File: config.mk
export PLATFORM = sky130hd
export DESIGN_NAME = rpn_stack_calculator
export DESIGN_NICKNAME = d
export VERILOG_FILES = /design/src/design/rpnsc_pkg.sv /design/src/design/rpn_stack_calculator.sv
export SDC_FILE = /design/constraint.sdc
export NUM_CORES = 1
export LEC_CHECK = 0
export BUFFER_PORTS_ARGS = -buffer_cell sky130_fd_sc_hd__buf_2
export CAP_MARGIN = 20
export CORE_MARGIN = 5
export CORE_UTILIZATION = 40
export DETAILED_ROUTE_END_ITERATION = 8
export GPL_TIMING_DRIVEN = 0
export PLACE_DENSITY = 0.61
export SYNTH_ARGS = -nofsm -noshare
export SYNTH_HDL_FRONTEND = slang
export SYNTH_SLANG_ARGS = --single-unit
File: constraint.sdc
create_clock -name clk -period 18.4 [get_ports clk]
set_input_delay 3.68 -clock clk [delete_from_list [all_inputs] [get_ports clk]]
set_output_delay 3.68 -clock clk [all_outputs]
set_load 0.01 [all_outputs]
File: src/design/rpnsc_pkg.sv
// Shared constants for the RPN stack calculator: command and status codes
// and field widths. No dependencies.
`default_nettype none

package rpnsc_pkg;

  localparam int unsigned MODE_W   = 4;
  localparam int unsigned WORD_W   = 32;
  localparam int unsigned STATUS_W = 2;
  localparam int unsigned FILL_W   = 5;

  // Command codes carried in the input tuser.
  localparam logic [MODE_W-1:0] MODE_PUSH  = 4'd0;
  localparam logic [MODE_W-1:0] MODE_POP   = 4'd1;
  localparam logic [MODE_W-1:0] MODE_CLEAR = 4'd2;
  localparam logic [MODE_W-1:0] MODE_SWAP  = 4'd3;
  localparam logic [MODE_W-1:0] MODE_DUP   = 4'd4;
  localparam logic [MODE_W-1:0] MODE_PEEK  = 4'd5;
  localparam logic [MODE_W-1:0] MODE_DUMP  = 4'd6;
  localparam logic [MODE_W-1:0] MODE_ADD   = 4'd7;
  localparam logic [MODE_W-1:0] MODE_SUB   = 4'd8;
  localparam logic [MODE_W-1:0] MODE_MUL   = 4'd9;
  localparam logic [MODE_W-1:0] MODE_DIV   = 4'd10;

  // Result status codes carried in the output tuser.
  localparam logic [STATUS_W-1:0] ST_OK   = 2'd0;
  localparam logic [STATUS_W-1:0] ST_FEW  = 2'd1;
  localparam logic [STATUS_W-1:0] ST_FULL = 2'd2;
  localparam logic [STATUS_W-1:0] ST_DIV0 = 2'd3;

  // Shift-add multiply and restoring divide run one bit per cycle.
  localparam int unsigned  ITER_W    = 5;
  localparam logic [ITER_W-1:0] ITER_LAST = 5'd31;

endpackage : rpnsc_pkg

`default_nettype wire

File: src/design/rpn_stack_calculator.sv
// RPN stack calculator: command sequencer, stack memory and one shared
// 33-bit add/subtract unit for add, sub, shift-add multiply and divide.
// Depends on rpnsc_pkg.
// Usage:
//   Commands arrive on the s_axis channel: tuser carries the command code,
//   tdata the signed value to push. Results leave on the m_axis channel:
//   tdata carries the value and the fill level after the command, tuser the
//   status, tlast marks the final result of the command. Every command gives
//   one result; dump gives one per entry, top first.
//   s_axis_tready is high only while the sequencer is idle, so one command is
//   worked on at a time. A finished result sits in the output register and
//   the next command is taken while it waits.
//   Divide runs a sign fix, 32 restoring steps and a sign restore through
//   the shared adder.
//   When the receiver stalls, the result holds in the output register and the
//   sequencer waits before placing the next one.
//   Reset empties the stack and drops any pending result; the stack words
//   themselves are not cleared and are never read before they are written.
`default_nettype none

module rpn_stack_calculator #(
  parameter int unsigned STACK_DEPTH = 16
) (
  input  wire logic        clk,
  input  wire logic        rst,
  input  wire logic        s_axis_tvalid,
  output logic             s_axis_tready,
  input  wire logic [31:0] s_axis_tdata,  // [31:0] value
  input  wire logic [3:0]  s_axis_tuser,  // [3:0] mode
  output logic             m_axis_tvalid,
  input  wire logic        m_axis_tready,
  output logic [39:0]      m_axis_tdata,  // [31:0] data, [36:32] fill_level, rest zero
  output logic [1:0]       m_axis_tuser,  // [1:0] status
  output logic             m_axis_tlast   // last
);

  localparam int unsigned AW = $clog2(STACK_DEPTH);
  localparam int unsigned CW = $clog2(STACK_DEPTH + 1);
  localparam int unsigned W  = rpnsc_pkg::WORD_W;

  localparam logic [3:0] S_IDLE = 4'd0;
  localparam logic [3:0] S_RD1  = 4'd1;
  localparam logic [3:0] S_RD2  = 4'd2;
  localparam logic [3:0] S_SWAP = 4'd3;
  localparam logic [3:0] S_DABS = 4'd4;
  localparam logic [3:0] S_DIV  = 4'd5;
  localparam logic [3:0] S_DFIX = 4'd6;
  localparam logic [3:0] S_MUL  = 4'd7;
  localparam logic [3:0] S_WB   = 4'd8;
  localparam logic [3:0] S_EMIT = 4'd9;
  localparam logic [3:0] S_DRD  = 4'd10;
  localparam logic [3:0] S_DOUT = 4'd11;

  logic [3:0]                      state;
  logic [CW-1:0]                   cnt;
  logic [AW-1:0]                   ptr;
  logic [rpnsc_pkg::MODE_W-1:0]    mode_q;
  logic [W-1:0]                    opa;
  logic [W-1:0]                    opb;
  logic [W-1:0]                    acc;
  logic                            neg_q;
  logic [rpnsc_pkg::ITER_W-1:0]    iter;
  logic [W-1:0]                    res_data;
  logic [rpnsc_pkg::STATUS_W-1:0]  res_status;

  logic [W-1:0] mem [STACK_DEPTH];
  logic [W-1:0] rd_data;
  logic          mem_we;
  logic [AW-1:0] mem_waddr;
  logic [W-1:0]  mem_wdata;
  logic [AW-1:0] mem_raddr;

  logic [CW-1:0] cnt_m1;
  logic [CW-1:0] cnt_m2;
  logic [AW-1:0] addr_top;
  logic [AW-1:0] addr_sec;
  logic [AW-1:0] addr_new;
  logic          full;
  logic          few1;
  logic          few2;
  logic          accept;
  logic          out_free;
  logic          emit_now;

  logic [W-1:0]  alu_a;
  logic [W-1:0]  alu_b;
  logic          alu_sub;
  logic [W:0]    alu_res;
  logic [W-1:0]  div_rs;

  assign cnt_m1   = cnt - CW'(1);
  assign cnt_m2   = cnt - CW'(2);
  assign addr_top = cnt_m1[AW-1:0];
  assign addr_sec = cnt_m2[AW-1:0];
  assign addr_new = cnt[AW-1:0];
  assign full     = (cnt == CW'(STACK_DEPTH));
  assign few1     = (cnt == '0);
  assign few2     = (cnt < CW'(2));

  assign s_axis_tready = (state == S_IDLE);
  assign accept        = s_axis_tvalid && s_axis_tready;
  assign out_free      = !m_axis_tvalid || m_axis_tready;
  assign emit_now      = ((state == S_EMIT) || (state == S_DOUT)) && out_free;
  assign div_rs        = {acc[W-2:0], opa[W-1]};

  // Shared adder: carry out set means a >= b on subtract.
  always_comb begin
    alu_a   = acc;
    alu_b   = opa;
    alu_sub = 1'b0;
    case (state)
      S_RD2: begin
        if (mode_q == rpnsc_pkg::MODE_DIV) begin
          alu_a   = '0;
          alu_b   = opb;
          alu_sub = 1'b1;
        end else begin
          alu_a   = rd_data;
          alu_b   = opb;
          alu_sub = (mode_q == rpnsc_pkg::MODE_SUB);
        end
      end
      S_DABS, S_DFIX: begin
        alu_a   = '0;
        alu_b   = opa;
        alu_sub = 1'b1;
      end
      S_DIV: begin
        alu_a   = div_rs;
        alu_b   = opb;
        alu_sub = 1'b1;
      end
      default: begin
        alu_a   = acc;
        alu_b   = opa;
        alu_sub = 1'b0;
      end
    endcase
    alu_res = {1'b0, alu_a} + {1'b0, alu_b ^ {W{alu_sub}}} + (W+1)'(alu_sub);
  end

  // Memory port control.
  always_comb begin
    mem_we    = 1'b0;
    mem_waddr = addr_new;
    mem_wdata = s_axis_tdata;
    case (state)
      S_IDLE: begin
        mem_we = accept && (s_axis_tuser == rpnsc_pkg::MODE_PUSH) && !full;
      end
      S_RD1: begin
        mem_we    = (mode_q == rpnsc_pkg::MODE_DUP);
        mem_wdata = rd_data;
      end
      S_RD2: begin
        mem_we    = (mode_q == rpnsc_pkg::MODE_SWAP);
        mem_waddr = addr_top;
        mem_wdata = rd_data;
      end
      S_SWAP: begin
        mem_we    = 1'b1;
        mem_waddr = addr_sec;
        mem_wdata = opb;
      end
      S_WB: begin
        mem_we    = 1'b1;
        mem_waddr = addr_sec;
        mem_wdata = acc;
      end
      default: begin
        mem_we = 1'b0;
      end
    endcase
    case (state)
      S_RD1:         mem_raddr = addr_sec;
      S_DRD, S_DOUT: mem_raddr = ptr;
      default:       mem_raddr = addr_top;
    endcase
  end

  always_ff @(posedge clk) begin
    if (mem_we) begin
      mem[mem_waddr] <= mem_wdata;
    end
    rd_data <= mem[mem_raddr];
  end

  // Sequencer and datapath.
  always_ff @(posedge clk) begin
    if (rst) begin
      state         <= S_IDLE;
      cnt           <= '0;
      m_axis_tvalid <= 1'b0;
    end else begin
      if (m_axis_tready && !emit_now) begin
        m_axis_tvalid <= 1'b0;
      end
      case (state)
        S_IDLE: begin
          if (accept) begin
            mode_q   <= s_axis_tuser;
            res_data <= '0;
            case (s_axis_tuser)
              rpnsc_pkg::MODE_PUSH: begin
                state <= S_EMIT;
                if (full) begin
                  res_status <= rpnsc_pkg::ST_FULL;
                end else begin
                  res_status <= rpnsc_pkg::ST_OK;
                  cnt        <= cnt + CW'(1);
                end
              end
              rpnsc_pkg::MODE_CLEAR: begin
                res_status <= rpnsc_pkg::ST_OK;
                cnt        <= '0;
                state      <= S_EMIT;
              end
              rpnsc_pkg::MODE_POP, rpnsc_pkg::MODE_PEEK: begin
                if (few1) begin
                  res_status <= rpnsc_pkg::ST_FEW;
                  state      <= S_EMIT;
                end else begin
                  res_status <= rpnsc_pkg::ST_OK;
                  state      <= S_RD1;
                end
              end
              rpnsc_pkg::MODE_DUP: begin
                if (few1) begin
                  res_status <= rpnsc_pkg::ST_FEW;
                  state      <= S_EMIT;
                end else if (full) begin
                  res_status <= rpnsc_pkg::ST_FULL;
                  state      <= S_EMIT;
                end else begin
                  res_status <= rpnsc_pkg::ST_OK;
                  state      <= S_RD1;
                end
              end
              rpnsc_pkg::MODE_DUMP: begin
                if (few1) begin
                  res_status <= rpnsc_pkg::ST_FEW;
                  state      <= S_EMIT;
                end else begin
                  res_status <= rpnsc_pkg::ST_OK;
                  ptr        <= addr_top;
                  state      <= S_DRD;
                end
              end
              rpnsc_pkg::MODE_SWAP, rpnsc_pkg::MODE_ADD, rpnsc_pkg::MODE_SUB,
              rpnsc_pkg::MODE_MUL, rpnsc_pkg::MODE_DIV: begin
                if (few2) begin
                  res_status <= rpnsc_pkg::ST_FEW;
                  state      <= S_EMIT;
                end else begin
                  res_status <= rpnsc_pkg::ST_OK;
                  state      <= S_RD1;
                end
              end
              default: begin
                res_status <= rpnsc_pkg::ST_OK;
                state      <= S_EMIT;
              end
            endcase
          end
        end

        S_RD1: begin
          // rd_data holds the top entry
          opb <= rd_data;
          case (mode_q)
            rpnsc_pkg::MODE_POP: begin
              res_data <= rd_data;
              cnt      <= cnt_m1;
              state    <= S_EMIT;
            end
            rpnsc_pkg::MODE_PEEK: begin
              res_data <= rd_data;
              state    <= S_EMIT;
            end
            rpnsc_pkg::MODE_DUP: begin
              cnt   <= cnt + CW'(1);
              state <= S_EMIT;
            end
            default: begin
              state <= S_RD2;
            end
          endcase
        end

        S_RD2: begin
          // rd_data holds the second entry
          opa <= rd_data;
          case (mode_q)
            rpnsc_pkg::MODE_SWAP: begin
              state <= S_SWAP;
            end
            rpnsc_pkg::MODE_MUL: begin
              acc   <= '0;
              iter  <= '0;
              state <= S_MUL;
            end
            rpnsc_pkg::MODE_DIV: begin
              if (opb == '0) begin
                res_status <= rpnsc_pkg::ST_DIV0;
                state      <= S_EMIT;
              end else begin
                neg_q <= rd_data[W-1] ^ opb[W-1];
                if (opb[W-1]) begin
                  opb <= alu_res[W-1:0];
                end
                state <= S_DABS;
              end
            end
            default: begin
              acc   <= alu_res[W-1:0];
              state <= S_WB;
            end
          endcase
        end

        S_SWAP: begin
          state <= S_EMIT;
        end

        S_DABS: begin
          if (opa[W-1]) begin
            opa <= alu_res[W-1:0];
          end
          acc   <= '0;
          iter  <= '0;
          state <= S_DIV;
        end

        S_DIV: begin
          // restoring step: remainder in acc, dividend shifts out of opa
          // while quotient bits shift in
          if (alu_res[W]) begin
            acc <= alu_res[W-1:0];
          end else begin
            acc <= div_rs;
          end
          opa  <= {opa[W-2:0], alu_res[W]};
          iter <= iter + rpnsc_pkg::ITER_W'(1);
          if (iter == rpnsc_pkg::ITER_LAST) begin
            state <= S_DFIX;
          end
        end

        S_DFIX: begin
          acc   <= neg_q ? alu_res[W-1:0] : opa;
          state <= S_WB;
        end

        S_MUL: begin
          if (opb[0]) begin
            acc <= alu_res[W-1:0];
          end
          opa  <= {opa[W-2:0], 1'b0};
          opb  <= {1'b0, opb[W-1:1]};
          iter <= iter + rpnsc_pkg::ITER_W'(1);
          if (iter == rpnsc_pkg::ITER_LAST) begin
            state <= S_WB;
          end
        end

        S_WB: begin
          res_data <= acc;
          cnt      <= cnt_m1;
          state    <= S_EMIT;
        end

        S_EMIT: begin
          if (out_free) begin
            m_axis_tvalid <= 1'b1;
            m_axis_tdata  <= {3'b000, rpnsc_pkg::FILL_W'(cnt), res_data};
            m_axis_tuser  <= res_status;
            m_axis_tlast  <= 1'b1;
            state         <= S_IDLE;
          end
        end

        S_DRD: begin
          // wait for the registered read of entry ptr
          state <= S_DOUT;
        end

        S_DOUT: begin
          if (out_free) begin
            m_axis_tvalid <= 1'b1;
            m_axis_tdata  <= {3'b000, rpnsc_pkg::FILL_W'(cnt), rd_data};
            m_axis_tuser  <= rpnsc_pkg::ST_OK;
            m_axis_tlast  <= (ptr == '0);
            if (ptr == '0) begin
              state <= S_IDLE;
            end else begin
              ptr   <= ptr - AW'(1);
              state <= S_DRD;
            end
          end
        end

        default: begin
          state <= S_IDLE;
        end
      endcase
    end
  end

`ifndef SYNTHESIS
  a_cnt_bound: assert property (@(posedge clk) disable iff (rst)
    cnt <= CW'(STACK_DEPTH))
    else $error("stack count above depth");

  a_one_cmd: assert property (@(posedge clk) disable iff (rst)
    s_axis_tvalid && s_axis_tready |=> !s_axis_tready)
    else $error("second command taken while one is in progress");

  a_wr_range: assert property (@(posedge clk) disable iff (rst)
    mem_we |-> (AW+1)'(mem_waddr) < (AW+1)'(STACK_DEPTH))
    else $error("stack write beyond depth");

  a_dump_order: assert property (@(posedge clk) disable iff (rst)
    state == S_DOUT && out_free && ptr != '0 |=> state == S_DRD && ptr == $past(ptr) - AW'(1))
    else $error("dump walk lost its place");
`endif

endmodule : rpn_stack_calculator

`default_nettype wire

* Word level (Yosys, flattened, before mapping) *
Memories as Yosys holds them, arrays and structs flattened. A register that Yosys moved wholly into a read port is not among the register bits.
Index checks and enable logic that the tools add are counted.

word-level totals
  input port bits = 40
  RAM bits = 512
  memories kept = 1
  bits in registers = 197
  word-level logic and storage cells = 206
  output and inout bits = 45

memory list
  name  words  bits a word  read ports  clocked after Yosys merged registers in  write ports  RTL line                    RTL
  mem   16     32           1           1                                        1            rpn_stack_calculator.sv:66  logic [W-1:0] mem [STACK_DEPTH];

cells by class
  $add $sub $neg = 7
  $lt $le $gt $ge = 1
  reduce and logical (&&, ||, !) cells = 51
  muxes and demuxes = 75
  equal/unequal tests = 50
  bitwise operators = 4

operators with widths
  operator                                                          count
  32-bit one-hot mux with 3 select lines                            4
  32-bit 2-to-1 mux                                                 11
  32-bit one-hot mux with 5 select lines                            1
  32-bit one-hot mux with 4 select lines                            1
  40-bit 2-to-1 mux                                                 2
  40-bit one-hot mux with 2 select lines                            1
  4-bit 2-to-1 mux                                                  17
  32-bit one-hot mux with 2 select lines                            1
  4-bit one-hot mux with 11 select lines                            1
  4-bit by 3-bit == test with 1-bit output (second input constant)  10
  4-bit == test (second input constant)                             10
  32-bit by 32-bit adder with 33-bit output                         1
  33-bit by 1-bit adder with 33-bit output                          1
  32-bit logical NOT                                                1
  32-bit XOR                                                        1
  5-bit one-hot mux with 3 select lines                             2
  2-bit inequality test (second input constant)                     14
  4-bit one-hot mux with 2 select lines                             3
  4-bit by 2-bit == test with 1-bit output (second input constant)  5
  5-bit one-hot mux with 2 select lines                             2
  4-bit AND reduction                                               5
  5-bit AND reduction                                               4
  2-bit OR reduction                                                10
  2-bit 2-to-1 mux                                                  8
  other kinds (34)                                                  72

* Logic depth before layout (Yosys ltp) *
Gate-level depths: netlist of run 1.

  word-level depth = 10
  depth in mapped cells = 21
  mapped depth without buffers = 14

* Least setup slack after synthesis of run 1 *
OpenSTA, ideal clock, no wires.

  path kind = in2reg
  from = in rst
  to = reg m_axis_tdata[0], enable pin
  arrival = 8.081 ns
  buffers on the path = 1
  path slack = 9.768 ns
  setup time = 0.551 ns
  cell stages on the path = 2
  data required time = 17.849 ns
  path through = clkbuf_1 nor4b_1

on the way
  word-level cells in the longest chain between the ends = 2

ends and longest elaborated chain
  element                               RTL line                     RTL
  start: declaration                    rpn_stack_calculator.sv:25   input wire logic rst,
  1-bit NOT (no source line)            -
  4-bit AND reduction (no source line)  -
  end signal: assignment                rpn_stack_calculator.sv:375  m_axis_tdata <= {3'b000, rpnsc_pkg::FILL_W'(cnt), res_data};
  end signal: assignment                rpn_stack_calculator.sv:390  m_axis_tdata <= {3'b000, rpnsc_pkg::FILL_W'(cnt), rd_data};
  end: declaration                      rpn_stack_calculator.sv:32   output logic [39:0] m_axis_tdata,

Every way passes these cells.
A chain may end at the register's enable or synchronous reset.

* Final worst setup path of run 1 *
  from = reg state[1]
  to = reg acc[10], data pin

on the way
  word-level cells in the longest chain between the ends = 8
  elaborated cells on any way between the ends = 19
  those cells by class = 2 x add/sub; 5 x eq/ne; 8 x mux; 1 x bitwise; 3 x reduce/logical

ends and longest elaborated chain
  element                                                                                               RTL line                                                  RTL
  start: declaration                                                                                    rpn_stack_calculator.sv:54                                logic [3:0] state;
  start signal: assignment                                                                              rpn_stack_calculator.sv:191                               state <= S_IDLE;
  start signal: assignment                                                                              rpn_stack_calculator.sv:205                               state <= S_EMIT;
  start signal: assignment                                                                              rpn_stack_calculator.sv:216                               state <= S_EMIT;
  4-bit by 3-bit == test with 1-bit output or 4-bit by 2-bit == test with 1-bit output (tied branches)  rpn_stack_calculator.sv:111, rpn_stack_calculator.sv:198
  3-bit OR reduction (no source line) or 2-bit OR reduction (tied branches)                             -
  1-bit one-hot mux with 2 select lines or 32-bit 2-to-1 mux (tied branches)                            -
  32-bit XOR                                                                                            rpn_stack_calculator.sv:139                               alu_res = {1'b0, alu_a} + {1'b0, alu_b ^ {W{alu_sub}}} + (W+1)'(alu_sub);
  32-bit by 32-bit adder with 33-bit output                                                             rpn_stack_calculator.sv:139
  33-bit by 1-bit adder with 33-bit output                                                              rpn_stack_calculator.sv:139
  32-bit one-hot mux with 2 select lines (tied with other cells)                                        rpn_stack_calculator.sv:293                               case (mode_q)
  32-bit one-hot mux with 5 select lines (*)                                                            rpn_stack_calculator.sv:198                               case (state)
  end signal: assignment                                                                                rpn_stack_calculator.sv:315                               acc <= alu_res[W-1:0];
  end signal: assignment                                                                                rpn_stack_calculator.sv:338                               acc <= alu_res[W-1:0];
  end signal: assignment                                                                                rpn_stack_calculator.sv:340                               acc <= div_rs;
  end: declaration                                                                                      rpn_stack_calculator.sv:60                                logic [W-1:0] acc;

Every way passes the cells marked *; elsewhere a longest branch is shown, timed or not. The select of a mux whose other input is x is not followed.

==> run summary, run 1 <==
run status - finished, final reports clean
met2 WL - 57.1 mm
final global-route overflow total - 0
period utilization - 0.379
Synth Warn # - 0
post-synthesis instance total - 2745
Rel. slew slack - 0.171
Final Max Slew Viols - 0
Reg2Reg Capture Point - acc[10]
TritonCTS clock tree - built
slowest stage delay, CP - 0.75 ns
Hold Buf Count CTS - 0
layout cells sized above 1 - 0.124
register area share after synthesis - 0.625
Post-synth EDFFs - 696
Initial Util - 0.402
initial antenna violation count - 4
origin of the critical flop-to-flop path - state[1]
worst setup path startpoint - state[1]
clock transition at the registers of the reported paths - 0.06 ns
DR vias/cell - 6.00
I/O pins - 85
Finish-stage setup viols - 0
first-pass GRT wire length - 170 mm
CTS Root Cell - clkbuf_16
H-Tree Depth - 3
Core Area - 86500 um2
final wirelength - 118 mm
Least-Margin Pin Slew - 1.24 ns
M1 wire length - 47.0 mm
crit path max fanout - 10
worst hold path class - reg -> reg
Antenna Violating Nets Remaining - 0
Clock Latency Late Sink - 0.67 ns
Placed Cells - 4040
Post-CTS Setup Inserts - 0
CP cell instances - buf_2 -> or4b_1 -> buf_2 -> clkbuf_1 -> nor2_1 -> clkbuf_1 -> a22oi_1 -> o21ai_0 -> ha_1 -> and3_1 -> a221oi_2 -> a211oi_1 -> a211o_1 -> a21oi_1 -> o21ai_1 -> buf_2 -> clkbuf_1 -> o211ai_1 -> o221ai_1
die area - 93000 um2
critical path class - reg -> reg
Slowest cell on crit path - clkbuf_1
RSZ-0062 raised after global routing - false
FF+latch count, synth - 738
post-synth top area cell - edfxtp_1
nature of the critical path startpoint - register
min Tclk post-route - 6.97 ns
Die X - 305 um
top_reg_cell synth - edfxtp_1
routed wl met3 - 8.77 mm
via count - 25216
Static Leak - 13.5 nW
setup_tns - 0 ns
final net count - 3061
largest net degree at the start of global routing - 28
Initial DRC Count - 3044
max-cap violations - 0
Yosys top cell area share - 0.601
drt first pass iters - 7
Non-Filler Instances - 4204
Post-synth ARST share - 0
top cells by area, synth - edfxtp_1 (60%), mux2i_1 (5.3%), a211oi_1 (4.9%)
maximum clock path buffer count - 3
uppermost routed layer - met5
Die Span Y - 305 um
post-detailed-route wirelength per cell - 28.0 um
critical path endpoint - acc[10]
peak supply drop - 0.134 mV
CTS resizes - 0
HPWL after DPL - 87.0 mm
Fin. Hold Viols - 0
total CTS buffers - 81
Mapped Area - 34800 um2
fill cell count - 7773
DRC errors left - 0
Ant. Diodes - 0
CTS sink count - 738
CP endpoint kind - register
Critical Path AT - 7.29 ns
required time of the critical path - 18.71 ns
Synth cell types - 82
IO buf count - 81
Post-Route Skew - 0.0447 ns
syn_area_per_cell - 12.7 um2
gr usage total - 0.244
pwr/cell area - 216 nW/um2
number of cell rows - 108
f_max - 143 MHz
R2R Setup Slk - 11.43 ns
r2r worst-path depth - 19
area grow syn2layout - 16.0%
vias in the first global route - 25272
routability congestion estimate - 0.966
-- registers in the layout, indices dropped and copies added (netlist names), 5 cells and up --
| register | flops |
|---|---|
| opb | 32 |
| mem | 512 |
| rd_data | 32 |
| cnt | 5 |
| m_axis_tdata | 37 |
| opa | 32 |
| iter | 5 |
| res_data | 32 |
| acc | 32 |
-- cells in the final DEF (no fill, tap or decap), drive strengths merged, types with 9 or more instances in the layout --
cell type  netlist  routed
nand4            9       9
o22ai           11      11
nor3            21      21
a221o           12      12
a22oi          118     118
a211oi         230     230
xor2            48      48
a21oi          227     227
mux2i          183     183
nand2          143     143
nor2b          134     134
o21ai          137     137
mux2            34      34
dfxtp           42      42
a22o            38      38
ha              39      39
o211ai          13      13
clkinv           0      34
nand2b          14      14
edfxtp         696     696
and3            11      11
nor4            13      13
buf             48     198
clkbuf         156     260
a21o            19      19
o221ai          17      17
inv             44      48
nand3           25      25
nor2           132     132
xnor2           22      22
-- synth_stat cells, drive strengths merged, types with 12 or more instances --
master / n
edfxtp: 696
nor4: 13
o211ai: 13
xor2: 48
xnor2: 22
a21oi: 227
nand2: 143
inv: 44
a221o: 12
nor3: 21
a22oi: 118
nand2b: 14
a22o: 38
nor2b: 134
a211oi: 230
clkbuf: 156
dfxtp: 42
mux2i: 183
a21o: 19
o221ai: 17
ha: 39
buf: 48
nand3: 25
o21ai: 137
nor2: 132
mux2: 34
-- power by group --
part           switching, W  leakage [nW]  internal, W
clock network      0.000696          1.29     0.000934
logic               0.00310          5.54      0.00136
registers          0.000185          6.63      0.00245
-- cell type report --
cell class	instances	area, um2	share of cell area
plain buffers	204	836	0.0207
repair buffers	151	1280	0.0318
flip-flops and latches	738	21700	0.539
inverters	44	165	0.00409
clock buffers	104	2140	0.0531
clock inverters	47	526	0.0130
multi-input cells	1761	12200	0.303
well taps	1155	1450	0.0358
-- how the worst min path moves through the flow --
| stage | start | to | slack, ns | cells past startpoint |
|---|---|---|---|---|
| floorplan | cnt[3] | m_axis_tdata[35] | 0.41 | 0 |
| global placement | cnt[4] | m_axis_tdata[36] | 0.42 | 0 |
| detailed placement | cnt[4] | m_axis_tdata[36] | 0.42 | 0 |
| CTS | cnt[4] | m_axis_tdata[36] | 0.43 | 0 |
| global route | cnt[3] | m_axis_tdata[35] | 0.46 | 0 |
| finish | cnt[4] | m_axis_tdata[36] | 0.43 | 0 |
-- routing by layer --
metal  GRT usage  up-vias
met5           0        -
met4      0.0908        2
met3      0.0392      281
met2       0.417     1288
met1       0.314    12497
li1            -    11148
-- critical path, delay by kind of cell (launching register included) --
| family | cells | cell delay, ns |
|---|---|---|
| compound gates | 9 | 2.49 |
| fa+ha+maj | 1 | 0.32 |
| buf+inv | 6 | 2.24 |
| flops | 1 | 0.30 |
| simple gates | 3 | 1.25 |
-- kinds of logic after synthesis --
kind of cell / count (synthesis) / share of synthesized area
AOI/OAI and AO/OA: 891 / 0.173
DFF: 738 / 0.625
and+or+nand+nor: 540 / 0.0772
buffers and inverters: 248 / 0.0288
muxes: 217 / 0.0637
xor gates and xnor gates: 70 / 0.0178
adders and majority gates: 40 / 0.0146
other: 1 / 0.000108
-- metrics by stage --
stage                     total power (W)   util  area, um2  setup WS, ns  hold slack, ns
final                             0.00872  0.466      40300         11.43           0.428
after global routing              0.00913  0.466      40300         11.32           0.460
after CTS                         0.00864  0.465      40200         11.53           0.434
after detailed placement          0.00701  0.434      37600         11.48           0.422
after global placement            0.00682  0.424      36600          6.54           0.419
after floorplan                   0.00526      -      34800          9.77           0.406
No activity file was read; power rests on OpenSTA's default activity.
==> run 2, diff against run 1 <==
--- a/config.mk
+++ b/config.mk
@@ -5,13 +5,14 @@
 export SDC_FILE = /design/constraint.sdc
 export NUM_CORES = 1
 export LEC_CHECK = 0
+export ABC_AREA = 1
 export BUFFER_PORTS_ARGS = -buffer_cell sky130_fd_sc_hd__buf_2
 export CAP_MARGIN = 20
 export CORE_MARGIN = 5
 export CORE_UTILIZATION = 40
 export DETAILED_ROUTE_END_ITERATION = 8
 export GPL_TIMING_DRIVEN = 0
-export PLACE_DENSITY = 0.61
+export PLACE_DENSITY = 0.63
 export SYNTH_ARGS = -nofsm -noshare
 export SYNTH_HDL_FRONTEND = slang
 export SYNTH_SLANG_ARGS = --single-unit
==> constraint.sdc (replaced) <==
create_clock -name clk -period 6.25 [get_ports clk]
set_input_delay 1.25 -clock clk [delete_from_list [all_inputs] [get_ports clk]]
set_output_delay 1.25 -clock clk [all_outputs]
set_load 0.01 [all_outputs]
==> run 2 against run 1 <==
  * Power increased to 2.8 times the previous value
  * Worst setup slack got worse by 11 ns
  * Register-to-register slack worse by 11 ns
  * Worst hold slack gained 0.056 ns
  * Maximum frequency rose by 18%
  * First-iteration DRC count increased by 8.6%
  * Final area rose by 1.7%
  * Die area rose by 1.9%
  * Non-clock buffer count decreased by 21
==> run summary, run 2 <==
origin of the critical flop-to-flop path - state[1] (unchanged)
Synth cell types - 58 (was 82)
Setup WS pre-CTS - 0.268 ns (was 11.48 ns)
Post-synth EDFFs - 696 (unchanged)
layout cells sized above 1 - 0.108 (was 0.124)
top cells by count, synth - edfxtp_1 (696), nand2_1 (650), inv_1 (455) (was edfxtp_1 (696), a211oi_1 (229), a21oi_1 (227))
Crit path max-delay family - simple AND/OR/NAND/NOR gates (was compound AO/OA/AOI/OAI gates)
Core Area - 88200 um2 (was 86500 um2)
crit path max fanout - 10 (unchanged)
CP endpoint kind - register (unchanged)
setup_tns - 0 ns (unchanged)
gr usage total - 0.251 (was 0.244)
first-pass GRT wire length - 177 mm (was 170 mm)
DRC errors left - 0 (unchanged)
Yosys top cell area share - 0.589 (was 0.601)
Fin. Hold Viols - 0 (unchanged)
Worst path most repeated cell - nand2_1
slowest stage delay, CP - 0.69 ns (was 0.75 ns)
TritonCTS clock tree - built (unchanged)
Antenna Violating Nets Remaining - 0 (unchanged)
worst setup path startpoint - state[1] (unchanged)
initial antenna violation count - 1 (was 4)
most frequent cells in the layout - edfxtp_1 (696), nand2_1 (650), inv_1 (455) (was edfxtp_1 (696), a211oi_1 (228), a21oi_1 (225))
area grow syn2layout - 15.7% (was 16.0%)
post-detailed-route wirelength per cell - 25.0 um (was 28.0 um)
Final Max Slew Viols - 0 (unchanged)
Power, Total - 0.0247 W (was 0.00872 W)
max-cap violations - 0 (unchanged)
critical path endpoint - acc[27] (was acc[10])
FF+latch count, synth - 738 (unchanged)
syn_area_per_cell - 10.4 um2 (was 12.7 um2)
Slowest cell on crit path - clkbuf_1 (unchanged)
Die Span Y - 308 um (was 305 um)
Rel. slew slack - 0.150 (was 0.171)
Synth Warn # - 0 (unchanged)
drt first pass iters - 6 (was 7)
CP cell instances - inv_2 -> nor2_2 -> nand2_2 -> buf_6 -> nor2_2 -> clkbuf_1 -> a211oi_1 -> a21oi_1 -> ha_1 -> nand2_1 -> nand2_1 -> o21ai_1 -> o21ai_2 -> a21oi_2 -> inv_1 -> a21oi_1 -> inv_1 -> nand4_1 -> nand2_1 -> nand2_2 -> buf_2 -> o21ai_0 -> nand2_1 -> nand4_1 (was buf_2 -> or4b_1 -> buf_2 -> clkbuf_1 -> nor2_1 -> clkbuf_1 -> a22oi_1 -> o21ai_0 -> ha_1 -> and3_1 -> a221oi_2 -> a211oi_1 -> a211o_1 -> a21oi_1 -> o21ai_1 -> buf_2 -> clkbuf_1 -> o211ai_1 -> o221ai_1)
CTS Root Cell - clkbuf_16 (unchanged)
IO buf count - 81 (unchanged)
Largest register FFs - 512 (unchanged)
critical path buffer and inverter count - 6 (unchanged)
post-synthesis instance total - 3424 (was 2745)
Initial DRC Count - 3306 (was 3044)
total CTS buffers - 82 (was 81)
pwr/cell area - 602 nW/um2 (was 216 nW/um2)
CTS sink count - 738 (unchanged)
HPWL after DPL - 90.8 mm (was 87.0 mm)
Initial Util - 0.402 (about the same)
min Tclk post-route - 5.90 ns (was 6.97 ns)
Mapped Area - 35500 um2 (was 34800 um2)
via count - 27957 (was 25216)
routability congestion estimate - 1.01 (was 0.966)
Post-Route Skew - 0.0371 ns (was 0.0447 ns)
post-layout util - 0.465 (was 0.466)
Reg2Reg Capture Point - acc[27] (was acc[10])
register area share after synthesis - 0.613 (was 0.625)
final net count - 3731 (was 3061)
period utilization - 0.943 (was 0.379)
Final Instance Area - 41000 um2 (was 40300 um2)
clock transition at the registers of the reported paths - 0.06 ns (about the same)
Critical Path Stages - 24 (was 19)
post-synth top area cell - edfxtp_1 (unchanged)
RSZ-0062 raised after global routing - false (unchanged)
critical path class - reg -> reg (unchanged)
Die X - 308 um (was 305 um)
Static Leak - 15.5 nW (was 13.5 nW)
I/O pins - 85 (unchanged)
number of cell rows - 109 (was 108)
vias in the first global route - 26820 (was 25272)
Critical Path AT - 6.26 ns (was 7.29 ns)
Largest Register - mem (unchanged)
leading cell type in the layout, fill and taps excluded - edfxtp_1 (unchanged)
worst setup margin - 0.354 ns (was 11.43 ns)
top_reg_cell synth - edfxtp_1 (unchanged)
die area - 94700 um2 (was 93000 um2)
biggest regs - mem (512), m_axis_tdata (37) (unchanged)
R2R Setup Slk - 0.35 ns (was 11.43 ns)
nature of the critical path startpoint - register (unchanged)
required time of the critical path - 6.61 ns (was 18.71 ns)
worst hold path class - reg -> reg (unchanged)
Post-synth ARST share - 0 (unchanged)
f_max - 170 MHz (was 143 MHz)
Least-Margin Pin Slew - 1.27 ns (was 1.24 ns)
most instantiated library cell after synthesis - edfxtp_1 (unchanged)
run status - finished, final reports clean (unchanged)
largest net degree at the start of global routing - 30 (was 28)
Finish-stage setup viols - 0 (unchanged)
final wirelength - 122 mm (was 118 mm)
r2r worst-path depth - 24 (was 19)
H-Tree Depth - 3 (unchanged)
final global-route overflow total - 0 (unchanged)
maximum clock path buffer count - 3 (unchanged)
Clock Latency Late Sink - 0.65 ns (was 0.67 ns)
DR vias/cell - 5.72 (was 6.00)
peak supply drop - 0.298 mV (was 0.134 mV)
Cell Area, Placed - 38300 um2 (was 37600 um2)
top cells by area, synth - edfxtp_1 (59%), nand2_1 (6.9%), o21ai_0 (4.9%) (was edfxtp_1 (60%), mux2i_1 (5.3%), a211oi_1 (4.9%))
[run 2: changes by cell type after synthesis, moves of 35 or more]
cell / delta
o211ai_1: +172
inv_1: +411
mux2i_1: -155
a21oi_1: -90
o21ai_0: +219
nand2_1: +507
nor2b_1: -134
a211oi_1: -213
clkbuf_1: -35
nand3_1: +74
a22o_1: -38
o221ai_1: +67
a22oi_1: -115
[run 2: area by class of cell]
type                            count  area, um2
Tap cell                         1165       1460
Fill cell                        8099      47200
Timing Repair Buffer              141       1160
Multi-Input combinational cell   2024      11400
Inverter                          471       1770
Clock buffer                      105       2180
Clock inverter                     47        552
Antenna cell                        1       2.50
Buffer                            193        815
Sequential cell                   738      21700
[run 2: repair_timing]
action / in CTS / in global routing
hold endpoints to repair: 0 / 0
resized for setup: 0 / 1
setup endpoints to repair: 0 / 1
setup buffers: 0 / 0
hold buffers: 0 / 0
[run 2: worst min-delay path by stage]
| stage | from | to | cells after the start |
|---|---|---|---|
| after floorplan | cnt[0] | m_axis_tdata[32] | 0 |
| after global placement | cnt[0] | m_axis_tdata[32] | 0 |
| after detailed placement | cnt[0] | m_axis_tdata[32] | 0 |
| after CTS | cnt[0] | m_axis_tdata[32] | 0 |
| after global routing | cnt[0] | m_axis_tdata[32] | 0 |
| final | cnt[0] | m_axis_tdata[32] | 0 |
[run 2: power by group]
| part | switching, W | internal (W) |
|---|---|---|
| logic | 0.00893 | 0.00327 |
| clock network | 0.00207 | 0.00282 |
| registers | 0.000383 | 0.00724 |
[run 2: cell families after synthesis]
| kind of cell | count (synthesis) | synth area share |
|---|---|---|
| multiplexers | 28 | 0.00790 |
| AND/OR/NAND/NOR | 982 | 0.115 |
| other | 1 | 0.000106 |
| AO/OA/AOI/OAI | 911 | 0.162 |
| adder cells (fa/ha/maj) | 40 | 0.0143 |
| buffers and inverters | 664 | 0.0728 |
| flip-flops | 738 | 0.613 |
| XOR/XNOR | 60 | 0.0154 |
[run 2: per-stage QoR]
step	hold WS, ns	instances
final	0.485	4885
after global routing	0.498	4884
after CTS	0.491	4883
after detailed placement	0.468	4731
after global placement	0.472	4672
after floorplan	0.435	3426
[run 2: per-layer routing]
| layer | part of all wire | global-route usage | up-vias |
|---|---|---|---|
| li1 | - | - | 12648 |
| met4 | 0.050 | 0.105 | 0 |
| met1 | 0.39 | 0.330 | 13460 |
| met3 | 0.093 | 0.0425 | 317 |
| met2 | 0.47 | 0.415 | 1532 |
| met5 | 0 | 0 | - |
